### src/rtl/hsv2rgb_pkg.sv
package hsv2rgb_pkg;

  localparam int CHANNEL_BITS = 8;
  localparam int HUE_BITS     = 13;
  localparam int FRAC_BITS    = 10;
  localparam int SECTOR_BITS  = 3;

  localparam int SECTOR_SPAN = 960;
  localparam int FULL_TURN   = 6 * SECTOR_SPAN;

  localparam logic [CHANNEL_BITS-1:0] CHAN_MAX = {CHANNEL_BITS{1'b1}};

  // Widths of the products on the q and t paths.
  localparam int PROD_BITS = CHANNEL_BITS + FRAC_BITS;
  localparam int NUM_BITS  = 2 * CHANNEL_BITS + FRAC_BITS;

  // The sector span is 64 times 15; the factor 15 is divided by a reciprocal.
  localparam int SPAN_SHIFT  = 6;
  localparam int SCALED_BITS = NUM_BITS - SPAN_SHIFT;
  localparam int RECIP_SHIFT = 2 * CHANNEL_BITS + 8;
  localparam int RECIP_BITS  = 2 * CHANNEL_BITS + 5;
  localparam int MULT_BITS   = SCALED_BITS + RECIP_BITS;
  localparam logic [RECIP_BITS-1:0] RECIP =
    RECIP_BITS'(((64'd1 << RECIP_SHIFT) + 64'd14) / 64'd15);

  localparam logic [PROD_BITS-1:0] SPAN_MAX =
    PROD_BITS'(SECTOR_SPAN * ((2 ** CHANNEL_BITS) - 1));

  typedef struct packed {
    logic mul;
    logic fix;
  } stage_en_t;

  // Exact floor(x / CHAN_MAX) for x up to CHAN_MAX squared. The shift gives the
  // quotient or one less, and the remainder decides which.
  function automatic logic [CHANNEL_BITS-1:0] div_by_max(
    input logic [2*CHANNEL_BITS-1:0] x
  );
    logic [CHANNEL_BITS-1:0] qa;
    logic [CHANNEL_BITS:0]   rem;
    qa  = x[2*CHANNEL_BITS-1:CHANNEL_BITS];
    rem = {1'b0, x[CHANNEL_BITS-1:0]} + {1'b0, qa};
    if (rem >= {1'b0, CHAN_MAX}) begin
      div_by_max = qa + CHANNEL_BITS'(1);
    end else begin
      div_by_max = qa;
    end
  endfunction

endpackage

### src/rtl/hsv_to_rgb_converter.sv
// Channel  Direction  Handshake             Payload
// input    in         in_valid / in_ready   hue, saturation, brightness
// output   out        out_valid / out_ready red_out, green_out, blue_out
//
// Every transaction passes through eight register stages; its result is registered
// in stage 8 and shown on the output until it is taken. One transaction is accepted
// per cycle unless a stall at the output has filled every stage; the reciprocal
// multiply and its correction in each divider take stages six and seven. Reset
// clears only the stage valid bits. A stall at the output holds each full stage that
// has only full stages after it, while the other stages keep moving.
module hsv_to_rgb_converter
  import hsv2rgb_pkg::*;
(
  input  logic                    clk,
  input  logic                    rst,
  input  logic                    in_valid,
  output logic                    in_ready,
  input  logic [HUE_BITS-1:0]     hue,
  input  logic [CHANNEL_BITS-1:0] saturation,
  input  logic [CHANNEL_BITS-1:0] brightness,
  output logic                    out_valid,
  input  logic                    out_ready,
  output logic [CHANNEL_BITS-1:0] red_out,
  output logic [CHANNEL_BITS-1:0] green_out,
  output logic [CHANNEL_BITS-1:0] blue_out
);

  localparam logic [SECTOR_BITS-1:0] SEC_RED     = 3'd0;
  localparam logic [SECTOR_BITS-1:0] SEC_YELLOW  = 3'd1;
  localparam logic [SECTOR_BITS-1:0] SEC_GREEN   = 3'd2;
  localparam logic [SECTOR_BITS-1:0] SEC_CYAN    = 3'd3;
  localparam logic [SECTOR_BITS-1:0] SEC_BLUE    = 3'd4;
  localparam logic [SECTOR_BITS-1:0] SEC_MAGENTA = 3'd5;

  localparam logic [HUE_BITS-1:0] TURN  = HUE_BITS'(FULL_TURN);
  localparam logic [HUE_BITS-1:0] SPAN1 = HUE_BITS'(SECTOR_SPAN);
  localparam logic [HUE_BITS-1:0] SPAN2 = HUE_BITS'(2 * SECTOR_SPAN);
  localparam logic [HUE_BITS-1:0] SPAN3 = HUE_BITS'(3 * SECTOR_SPAN);
  localparam logic [HUE_BITS-1:0] SPAN4 = HUE_BITS'(4 * SECTOR_SPAN);
  localparam logic [HUE_BITS-1:0] SPAN5 = HUE_BITS'(5 * SECTOR_SPAN);
  localparam logic [FRAC_BITS-1:0] FRAC_SPAN = FRAC_BITS'(SECTOR_SPAN);

  logic [8:1] vld;
  logic [8:1] vld_in;
  logic [8:1] en;

  logic [HUE_BITS-1:0]       h1;
  logic [CHANNEL_BITS-1:0]   s1, v1;
  logic [2*CHANNEL_BITS-1:0] pm1;

  logic [SECTOR_BITS-1:0]  sec_next;
  logic [HUE_BITS-1:0]     base_next;
  logic [HUE_BITS-1:0]     h_diff;
  logic [SECTOR_BITS-1:0]  sec2;
  logic [FRAC_BITS-1:0]    f2;
  logic [CHANNEL_BITS-1:0] s2, v2, p2;

  logic [SECTOR_BITS-1:0]  sec3, sec4, sec5, sec6, sec7;
  logic [CHANNEL_BITS-1:0] v3, v4, v5, v6, v7;
  logic [CHANNEL_BITS-1:0] p3, p4, p5, p6, p7;
  logic [PROD_BITS-1:0]    sf3, sg3, nq4, nt4;
  logic [NUM_BITS-1:0]     xq5, xt5;
  logic [CHANNEL_BITS-1:0] q7, t7;
  logic [CHANNEL_BITS-1:0] v8;

  stage_en_t div_en;

  assign vld_in = {vld[7:1], in_valid};

  always_comb begin
    en[8] = !vld[8] || out_ready;
    for (int i = 7; i >= 1; i--) begin
      en[i] = !vld[i] || en[i+1];
    end
  end

  assign in_ready  = en[1];
  assign out_valid = vld[8];

  always_ff @(posedge clk) begin
    if (rst) begin
      vld <= '0;
    end else begin
      for (int i = 1; i <= 8; i++) begin
        if (en[i]) begin
          vld[i] <= vld_in[i];
        end
      end
    end
  end

  // Stage 1: wrap the hue and form v * (1 - s).
  always_ff @(posedge clk) begin
    if (en[1]) begin
      h1  <= (hue >= TURN) ? hue - TURN : hue;
      s1  <= saturation;
      v1  <= brightness;
      pm1 <= (2*CHANNEL_BITS)'(brightness) * (2*CHANNEL_BITS)'(CHAN_MAX - saturation);
    end
  end

  // Stage 2: sector, offset within it, and p.
  always_comb begin
    if (h1 >= SPAN5) begin
      sec_next  = SEC_MAGENTA;
      base_next = SPAN5;
    end else if (h1 >= SPAN4) begin
      sec_next  = SEC_BLUE;
      base_next = SPAN4;
    end else if (h1 >= SPAN3) begin
      sec_next  = SEC_CYAN;
      base_next = SPAN3;
    end else if (h1 >= SPAN2) begin
      sec_next  = SEC_GREEN;
      base_next = SPAN2;
    end else if (h1 >= SPAN1) begin
      sec_next  = SEC_YELLOW;
      base_next = SPAN1;
    end else begin
      sec_next  = SEC_RED;
      base_next = '0;
    end
  end

  assign h_diff = h1 - base_next;

  always_ff @(posedge clk) begin
    if (en[2]) begin
      sec2 <= sec_next;
      f2   <= h_diff[FRAC_BITS-1:0];
      s2   <= s1;
      v2   <= v1;
      p2   <= div_by_max(pm1);
    end
  end

  // Stage 3: s * f and s * (1 - f).
  always_ff @(posedge clk) begin
    if (en[3]) begin
      sec3 <= sec2;
      v3   <= v2;
      p3   <= p2;
      sf3  <= PROD_BITS'(s2) * PROD_BITS'(f2);
      sg3  <= PROD_BITS'(s2) * PROD_BITS'(FRAC_SPAN - f2);
    end
  end

  // Stage 4: numerators of q and t before scaling by v.
  always_ff @(posedge clk) begin
    if (en[4]) begin
      sec4 <= sec3;
      v4   <= v3;
      p4   <= p3;
      nq4  <= SPAN_MAX - sf3;
      nt4  <= SPAN_MAX - sg3;
    end
  end

  // Stage 5: scale by v.
  always_ff @(posedge clk) begin
    if (en[5]) begin
      sec5 <= sec4;
      v5   <= v4;
      p5   <= p4;
      xq5  <= NUM_BITS'(v4) * NUM_BITS'(nq4);
      xt5  <= NUM_BITS'(v4) * NUM_BITS'(nt4);
    end
  end

  // Stages 6 and 7: divide by the sector span times full scale.
  assign div_en.mul = en[6];
  assign div_en.fix = en[7];

  hsv2rgb_div u_div_q (
    .clk (clk),
    .en  (div_en),
    .num (xq5),
    .quo (q7)
  );

  hsv2rgb_div u_div_t (
    .clk (clk),
    .en  (div_en),
    .num (xt5),
    .quo (t7)
  );

  always_ff @(posedge clk) begin
    if (en[6]) begin
      sec6 <= sec5;
      v6   <= v5;
      p6   <= p5;
    end
  end

  always_ff @(posedge clk) begin
    if (en[7]) begin
      sec7 <= sec6;
      v7   <= v6;
      p7   <= p6;
    end
  end

  // Stage 8: order the terms onto the color channels.
  always_ff @(posedge clk) begin
    if (en[8]) begin
      v8 <= v7;
      case (sec7)
        SEC_RED: begin
          red_out <= v7; green_out <= t7; blue_out <= p7;
        end
        SEC_YELLOW: begin
          red_out <= q7; green_out <= v7; blue_out <= p7;
        end
        SEC_GREEN: begin
          red_out <= p7; green_out <= v7; blue_out <= t7;
        end
        SEC_CYAN: begin
          red_out <= p7; green_out <= q7; blue_out <= v7;
        end
        SEC_BLUE: begin
          red_out <= t7; green_out <= p7; blue_out <= v7;
        end
        default: begin
          red_out <= v7; green_out <= p7; blue_out <= q7;
        end
      endcase
    end
  end

  a_full_when_blocked: assert property (@(posedge clk) disable iff (rst)
    !in_ready |-> (&vld))
    else $error("input blocked while the pipeline has an empty stage");

  a_p_is_least: assert property (@(posedge clk) disable iff (rst)
    vld[7] |-> (p7 <= q7 && p7 <= t7))
    else $error("p term exceeds q or t");

  a_one_channel_is_v: assert property (@(posedge clk) disable iff (rst)
    out_valid |-> (red_out == v8 || green_out == v8 || blue_out == v8))
    else $error("no channel carries the value term");

  a_channels_below_v: assert property (@(posedge clk) disable iff (rst)
    out_valid |-> (red_out <= v8 && green_out <= v8 && blue_out <= v8))
    else $error("a channel exceeds the value term");

endmodule

### src/rtl/hsv2rgb_div.sv
module hsv2rgb_div
  import hsv2rgb_pkg::*;
(
  input  logic                    clk,
  input  stage_en_t               en,
  input  logic [NUM_BITS-1:0]     num,
  output logic [CHANNEL_BITS-1:0] quo
);

  logic [MULT_BITS-1:0]      prod;
  logic [SCALED_BITS-1:0]    scaled;
  logic [2*CHANNEL_BITS-1:0] span_quo;

  assign scaled   = num[NUM_BITS-1:SPAN_SHIFT];
  assign span_quo = prod[RECIP_SHIFT+2*CHANNEL_BITS-1:RECIP_SHIFT];

  always_ff @(posedge clk) begin
    if (en.mul) begin
      prod <= MULT_BITS'(scaled) * MULT_BITS'(RECIP);
    end
  end

  always_ff @(posedge clk) begin
    if (en.fix) begin
      quo <= div_by_max(span_quo);
    end
  end

endmodule
### config.mk
export PLATFORM = sky130hd
export DESIGN_NAME = hsv_to_rgb_converter
export DESIGN_NICKNAME = d
export VERILOG_FILES = /design/src/rtl/hsv2rgb_pkg.sv /design/src/rtl/hsv_to_rgb_converter.sv /design/src/rtl/hsv2rgb_div.sv
export SDC_FILE = /design/constraint.sdc
export NUM_CORES = 2
export LEC_CHECK = 0
export BUFFER_PORTS_ARGS = -buffer_cell sky130_fd_sc_hd__buf_2
export CORE_ASPECT_RATIO = 0.6
export CORE_MARGIN = 2
export CORE_UTILIZATION = 55
export CTS_CLUSTER_SIZE = 20
export DETAILED_ROUTE_END_ITERATION = 16
export PLACE_DENSITY = 0.76
export SYNTH_ARGS = -nofsm -noshare
export SYNTH_HDL_FRONTEND = slang
export SYNTH_SLANG_ARGS = --single-unit
### constraint.sdc
create_clock -name clk -period 6.6 [get_ports clk]
set_input_delay 0.33 -clock clk [delete_from_list [all_inputs] [get_ports clk]]
set_output_delay 0.33 -clock clk [all_outputs]
set_load 0.02 [all_outputs]
### After elaboration in Yosys (flattened, before gate mapping)

Cells that the tools add are included.

* register bits after elaboration: 427
* bits in latches: 0
* RAM bits: 0
* bits in read-only memories: 0
* input port bits: 33
* output and inout port bits: 26
* word-level logic and storage cells: 116
* memories: 0

* add/sub/neg operators: 12
* multiply operators: 7
* divide/modulo/power cells: 0
* magnitude comparators: 9
* equality and inequality tests: 4
* shifts and indexed selects: 0
* muxes and demuxes: 16
* bitwise gates (word level): 0
* reduce and logical (&&, ||, !) cells: 22

Operators with widths (count)
* 20-bit by 20-bit multiplier with 39-bit output, second input constant: 2
* 8-bit one-hot mux with 3 select lines: 3
* 8-bit by 18-bit multiplier with 26-bit output: 2
* 10-bit two-way mux: 5
* 18-bit subtractor, first input constant: 2
* 8-bit by 8-bit adder with 9-bit output: 3
* 9-bit by 8-bit greater-or-equal comparator with 1-bit output, second input constant: 3
* 13-bit by 12-bit greater-or-equal comparator with 1-bit output, second input constant: 2
* 13-bit greater-or-equal comparator, second input constant: 2
* 8-bit by 1-bit adder with 8-bit output, second input constant: 3
* 8-bit two-way mux: 3
* 8-bit by 10-bit multiplier with 18-bit output: 1
* 9-bit by 11-bit multiplier with 18-bit output: 1
* 9-bit by 9-bit multiplier with 16-bit output: 1
* 13-bit by 10-bit greater-or-equal comparator with 1-bit output, second input constant: 1
* 13-bit by 11-bit greater-or-equal comparator with 1-bit output, second input constant: 1
* 13-bit two-way mux: 1
* 13-bit subtractor, second input constant: 1
* 10-bit by 10-bit subtractor with 11-bit output, first input constant: 1
* 2-bit OR reduction: 5
* 10-bit subtractor: 1
* 8-bit by 8-bit subtractor with 9-bit output, first input constant: 1
* 1-bit logical NOT: 8
* 1-bit logical OR: 8
* 6 further kinds: 9

### Depth between registers and ports, before layout

* word-level depth: 9
* mapped depth: 25
* gate-level depth less buffers: 24

### Cells and area by module

A second synthesis with hierarchy kept.

* cells, all modules: 3559
* area, all modules: 38202.9 um2

Modules (own cells, without submodules)
* hsv_to_rgb_converter: instances 1, cells each 2627, area each 28808.9 um2, seq. area each 9829.4 um2
* hsv2rgb_div (u_div_t): instances 1, cells each 512, area each 4952.2 um2, seq. area each 720.7 um2
* hsv2rgb_div (u_div_q): instances 1, cells each 420, area each 4441.8 um2, seq. area each 720.7 um2

### Worst setup path before layout

Ideal clock, no wire load.

* kind: flip-flop to flip-flop
* from: reg f2[1]
* to: reg sg3[16], data pin
* setup time: 0.266 ns
* data arrival time: 5.241 ns
* data required time: 6.334 ns
* slack: 1.093 ns
* cell stages (with the launch flop): 24
* buffers on the path: 1
* period minus slack after synthesis: 5.507 ns
* path through: edfxtp_1 > clkbuf_1 > inv_1 > ha_1 > nand2_1 > or3_1 > xnor2_1 > nand2_1 > fa_1 > inv_1 > fa_1 > inv_1 > fa_1 > fa_1 > inv_1 > ha_1 > o21ai_0 > a21boi_0 > o21ai_0 > a21boi_0 > o21ai_0 > a21oi_1 > o41ai_1 > xnor2_1

* longest elaborated chain between the ends: 2

Ends and longest elaborated chain
* start: declaration: line hsv_to_rgb_converter.sv:55 `logic [FRAC_BITS-1:0] f2;`
* start signal: assignment: line hsv_to_rgb_converter.sv:130 `f2 <= h_diff[FRAC_BITS-1:0];`
* 10-bit by 10-bit subtractor with 11-bit output: line hsv_to_rgb_converter.sv:144 `sg3 <= PROD_BITS'(s2) * PROD_BITS'(FRAC_SPAN - f2);`
* 9-bit by 11-bit multiplier with 18-bit output: line hsv_to_rgb_converter.sv:144
* end signal: assignment: line hsv_to_rgb_converter.sv:144
* end: declaration: line hsv_to_rgb_converter.sv:61 `logic [PROD_BITS-1:0] sf3, sg3, nq4, nt4;`

No other way between the ends.
A chain may end at the register's enable or synchronous reset.

### Worst setup path after layout

* from: reg f2[0]
* to: reg sg3[16], data pin

The elaborated chain is that of the path after synthesis.

==> results.cfg <==
[grt]
grt_max_degree = 60
grt_use_total_pct = 21.4
grt_pass1_vias = 23600
overflow = 0
grt_pass1_wl_um = 121000
antenna_found_initial = 0

[placed_design]
io_buffers = 58
dp_hpwl_um = 56500
post-place-cells = 4309
gp_congestion = 0.893

[drt]
first_pass_iters = 5
num_vias = 23300
drtIter0Drc = 1602
ant_nets = 0
wire_per_inst_um = 16.2
detail_route.vias_per_cell = 5.31
wl_um = 71000
drc_errors = 0

[clocking]
clockBufferDepth = 3
cts_sinks = 367
tritoncts = built
cts_root_buf = clkbuf_16
clk_pin_slew_ns = 0.07
htree_levels = 2
clk_latency_ns = 0.56
cts_buffers = 37

[yosys]
synthFlopType = edfxtp_1
yosys-top-cells-area = edfxtp_1 29%, fa_1 22%, ha_1 17%, inv_1 6.2%, and2_1 4.8%
avgSynthCellArea_sq_um = 10.9
netlist_instances = 3397
synth.distinct_cells = 72
synth_seq_cells = 367
synth_edf_count = 359
async_reset_ff_share_pct = 0
synth_top_area_cell = edfxtp_1
syn_nets = 4341
yosysWarnings = 0
yosysTopAreaCellShare_pct = 29.2
netlist_area_sq_mm = 0.0369
synth-seq-area-share_pct = 29.6

[min_path]
hp-class = in -> reg
hold_depth = 2

[cells_and_area]
layout.nets = 4400
stdcell_count = 4383
fillers = 5375
layout-drive-gt1-share_pct = 5.80
utilization_pct = 59.6
n_antenna_cell = 0
area_delta_synth_final_pct = 7.00

[timing]
rsz0062_at_grt = false
setup_tns_ns = 0
clock.fmax_mhz = 165
relSlewSlack_pct = 29.1
tightest_slew_ns = 1.06
finalSetupViolCount = 0
slew_violations = 0
min_period_over_period_pct = 91.8
holdWs_ns = 0.0727
period_needed_ns = 6.06
hold_viol_final = 0
clock_skew_ns = 0.0231

[worst_setup_path]
cp_slowest_stage_delay_ns = 0.54
path_cells = inv_1, ha_1, nand2_1, or3_1, xnor2_2, nand2_1, fa_1, inv_1, fa_1, inv_1, fa_1, fa_1, inv_1, ha_1, o21ai_0, a21boi_0, o21ai_0, a21boi_0, o21ai_0, a21oi_1, o41ai_1, xnor2_1
path_buf_inv = 4
r2r_cells = 22
crit_fanout = 10
cp_data_arrival_time_ns = 6.36
required_ns = 6.90
path_class = reg -> reg
cp_slowest_cell = fa_1
worstSetupPathDepth = 22
cp-start-kind = flip-flop
critical_path.top_delay_family = adder cells
critPathCaptureType = flip-flop

[floorplan]
io_pins = 59
row_count = 73
die_h_um = 205
start_util_pct = 55.7
die_area_sq_mm = 0.0693
core_area_sq_mm = 0.0663
chipWidth_um = 338

[run_status]
status = finished, final reports clean

[run]
drv_cap = 0
==> per-layer routing <==
metal / vias up / GRT usage, % / share of wire [%]
met5: - / 0 / 0
met3: 60 / 3.80 / 6.0
met1: 11400 / 34.0 / 52
met4: 0 / 2.90 / 1.0
li1: 11300 / - / -
met2: 587 / 31.1 / 41
==> placed cells by master, fill, tap and decap left out, types with 5 or more instances in the layout <==
cell | Yosys | final
a31oi_1 | 5 | 5
o2111ai_1 | 6 | 6
nand2b_1 | 36 | 36
edfxtp_1 | 359 | 359
inv_1 | 613 | 612
xnor2_1 | 114 | 113
o21a_1 | 16 | 16
nor2b_1 | 69 | 69
mux2_2 | 23 | 23
clkinv_2 | 0 | 8
nand4_1 | 19 | 19
nand2_1 | 232 | 230
a21o_1 | 39 | 39
o22ai_1 | 15 | 15
a21boi_0 | 13 | 13
nor2_1 | 99 | 99
clkbuf_16 | 0 | 37
dfxtp_1 | 8 | 8
clkinv_1 | 0 | 7
and2_1 | 284 | 284
ha_1 | 497 | 497
xor2_1 | 64 | 64
buf_4 | 0 | 28
fa_1 | 414 | 414
o211ai_1 | 12 | 12
o31ai_1 | 7 | 7
a211oi_1 | 18 | 18
o21bai_1 | 7 | 7
and3_1 | 21 | 21
and2_2 | 6 | 6
buf_2 | 4 | 58
o21ai_0 | 69 | 69
or3_1 | 9 | 9
mux2i_1 | 20 | 20
dlygate4sd3_1 | 0 | 8
a21oi_1 | 82 | 82
nand3_1 | 34 | 33
nor3_1 | 35 | 35
==> cell type report <==
class	count	area, sq um	area share, %
clock inverters	26	204	0.516
clock buffers	40	937	2.37
repair buffers	94	581	1.47
inverters	613	2300	5.83
well taps	900	1130	2.85
multi-input cells	2343	23400	59.3
flip-flops and latches	367	10900	27.7
==> worst register-to-register path, delay by kind of cell, from the launching register on <==
family	cells	cell delay (ns)
buf+inv	4	0.27
xor+xnor	2	0.47
simple gates	3	0.59
compound gates	7	1.39
flops	1	0.52
fa+ha+maj	6	2.54
==> cells by family after synthesis <==
logic type	count (synthesis)	synth area share [%]
AO/OA/AOI/OAI	341	6.19
XOR/XNOR	178	4.22
adder cells (fa/ha/maj)	911	39.3
buffers and inverters	687	7.00
flip-flops	367	29.6
multiplexers	45	1.30
AND/OR/NAND/NOR	868	12.4
==> final timing paths <==
kind         slack (ns)  endpoint  startpoint
min reg2reg        0.41   sec4[2]     sec3[2]
min                0.07    vld[2]         rst
max                0.54   sg3[16]       f2[0]
max reg2reg        0.54   sg3[16]       f2[0]
==> state kept, by name, indices dropped and copies added (netlist names), 16 cells and up <==
register,cells
xt5,20
u_div_q.prod,16
nq4,18
pm1,16
nt4,17
sf3,18
sg3,17
u_div_t.prod,16
xq5,20
==> what timing repair did <==
action / in CTS / in global routing
hold endpoints to repair: 8 / 0
resized for setup: 0 / 1
buffers inserted: 0 / 0
setup endpoints to repair: 0 / 2
hold buffers: 8 / 0
==> Yosys cell counts, types with 4 or more instances <==
library cell and count:
dfxtp_1 8, buf_2 4, mux2i_1 20, or4_1 4, nor3_1 35, nand2_1 232, nor2_1 99, fa_1 414
xor2_1 64, and2_2 6, xnor2_1 114, o21ai_1 4, or3_1 9, edfxtp_1 359, and2_1 284, ha_1 497
o21bai_1 7, a41o_1 4, and3_1 21, a21oi_2 4, a211oi_1 18, a21oi_1 82, mux2_2 23, nand2b_1 36
o21a_1 16, o211ai_1 12, a21o_1 39, nor2b_1 69, o21ai_0 69, nand3_1 34, or2_2 4, o31ai_1 7
inv_1 613, clkbuf_1 67, a31oi_1 5, nor4_1 4, o22ai_1 15, a21boi_0 13, o2111ai_1 6, nand4_1 19
==> through the flow <==
| step | area [sq um] | setup WS [ns] |
|---|---|---|
| after floorplan | 36900 | 1.09 |
| after global placement | 38300 | 0.584 |
| after detailed placement | 38300 | 0.434 |
| after CTS | 39500 | 0.403 |
| after global routing | 39500 | 0.0322 |
| final | 39500 | 0.541 |
Power is not shown: default switching activity piles up to over one toggle a cycle in this logic, so the estimate is an artifact.
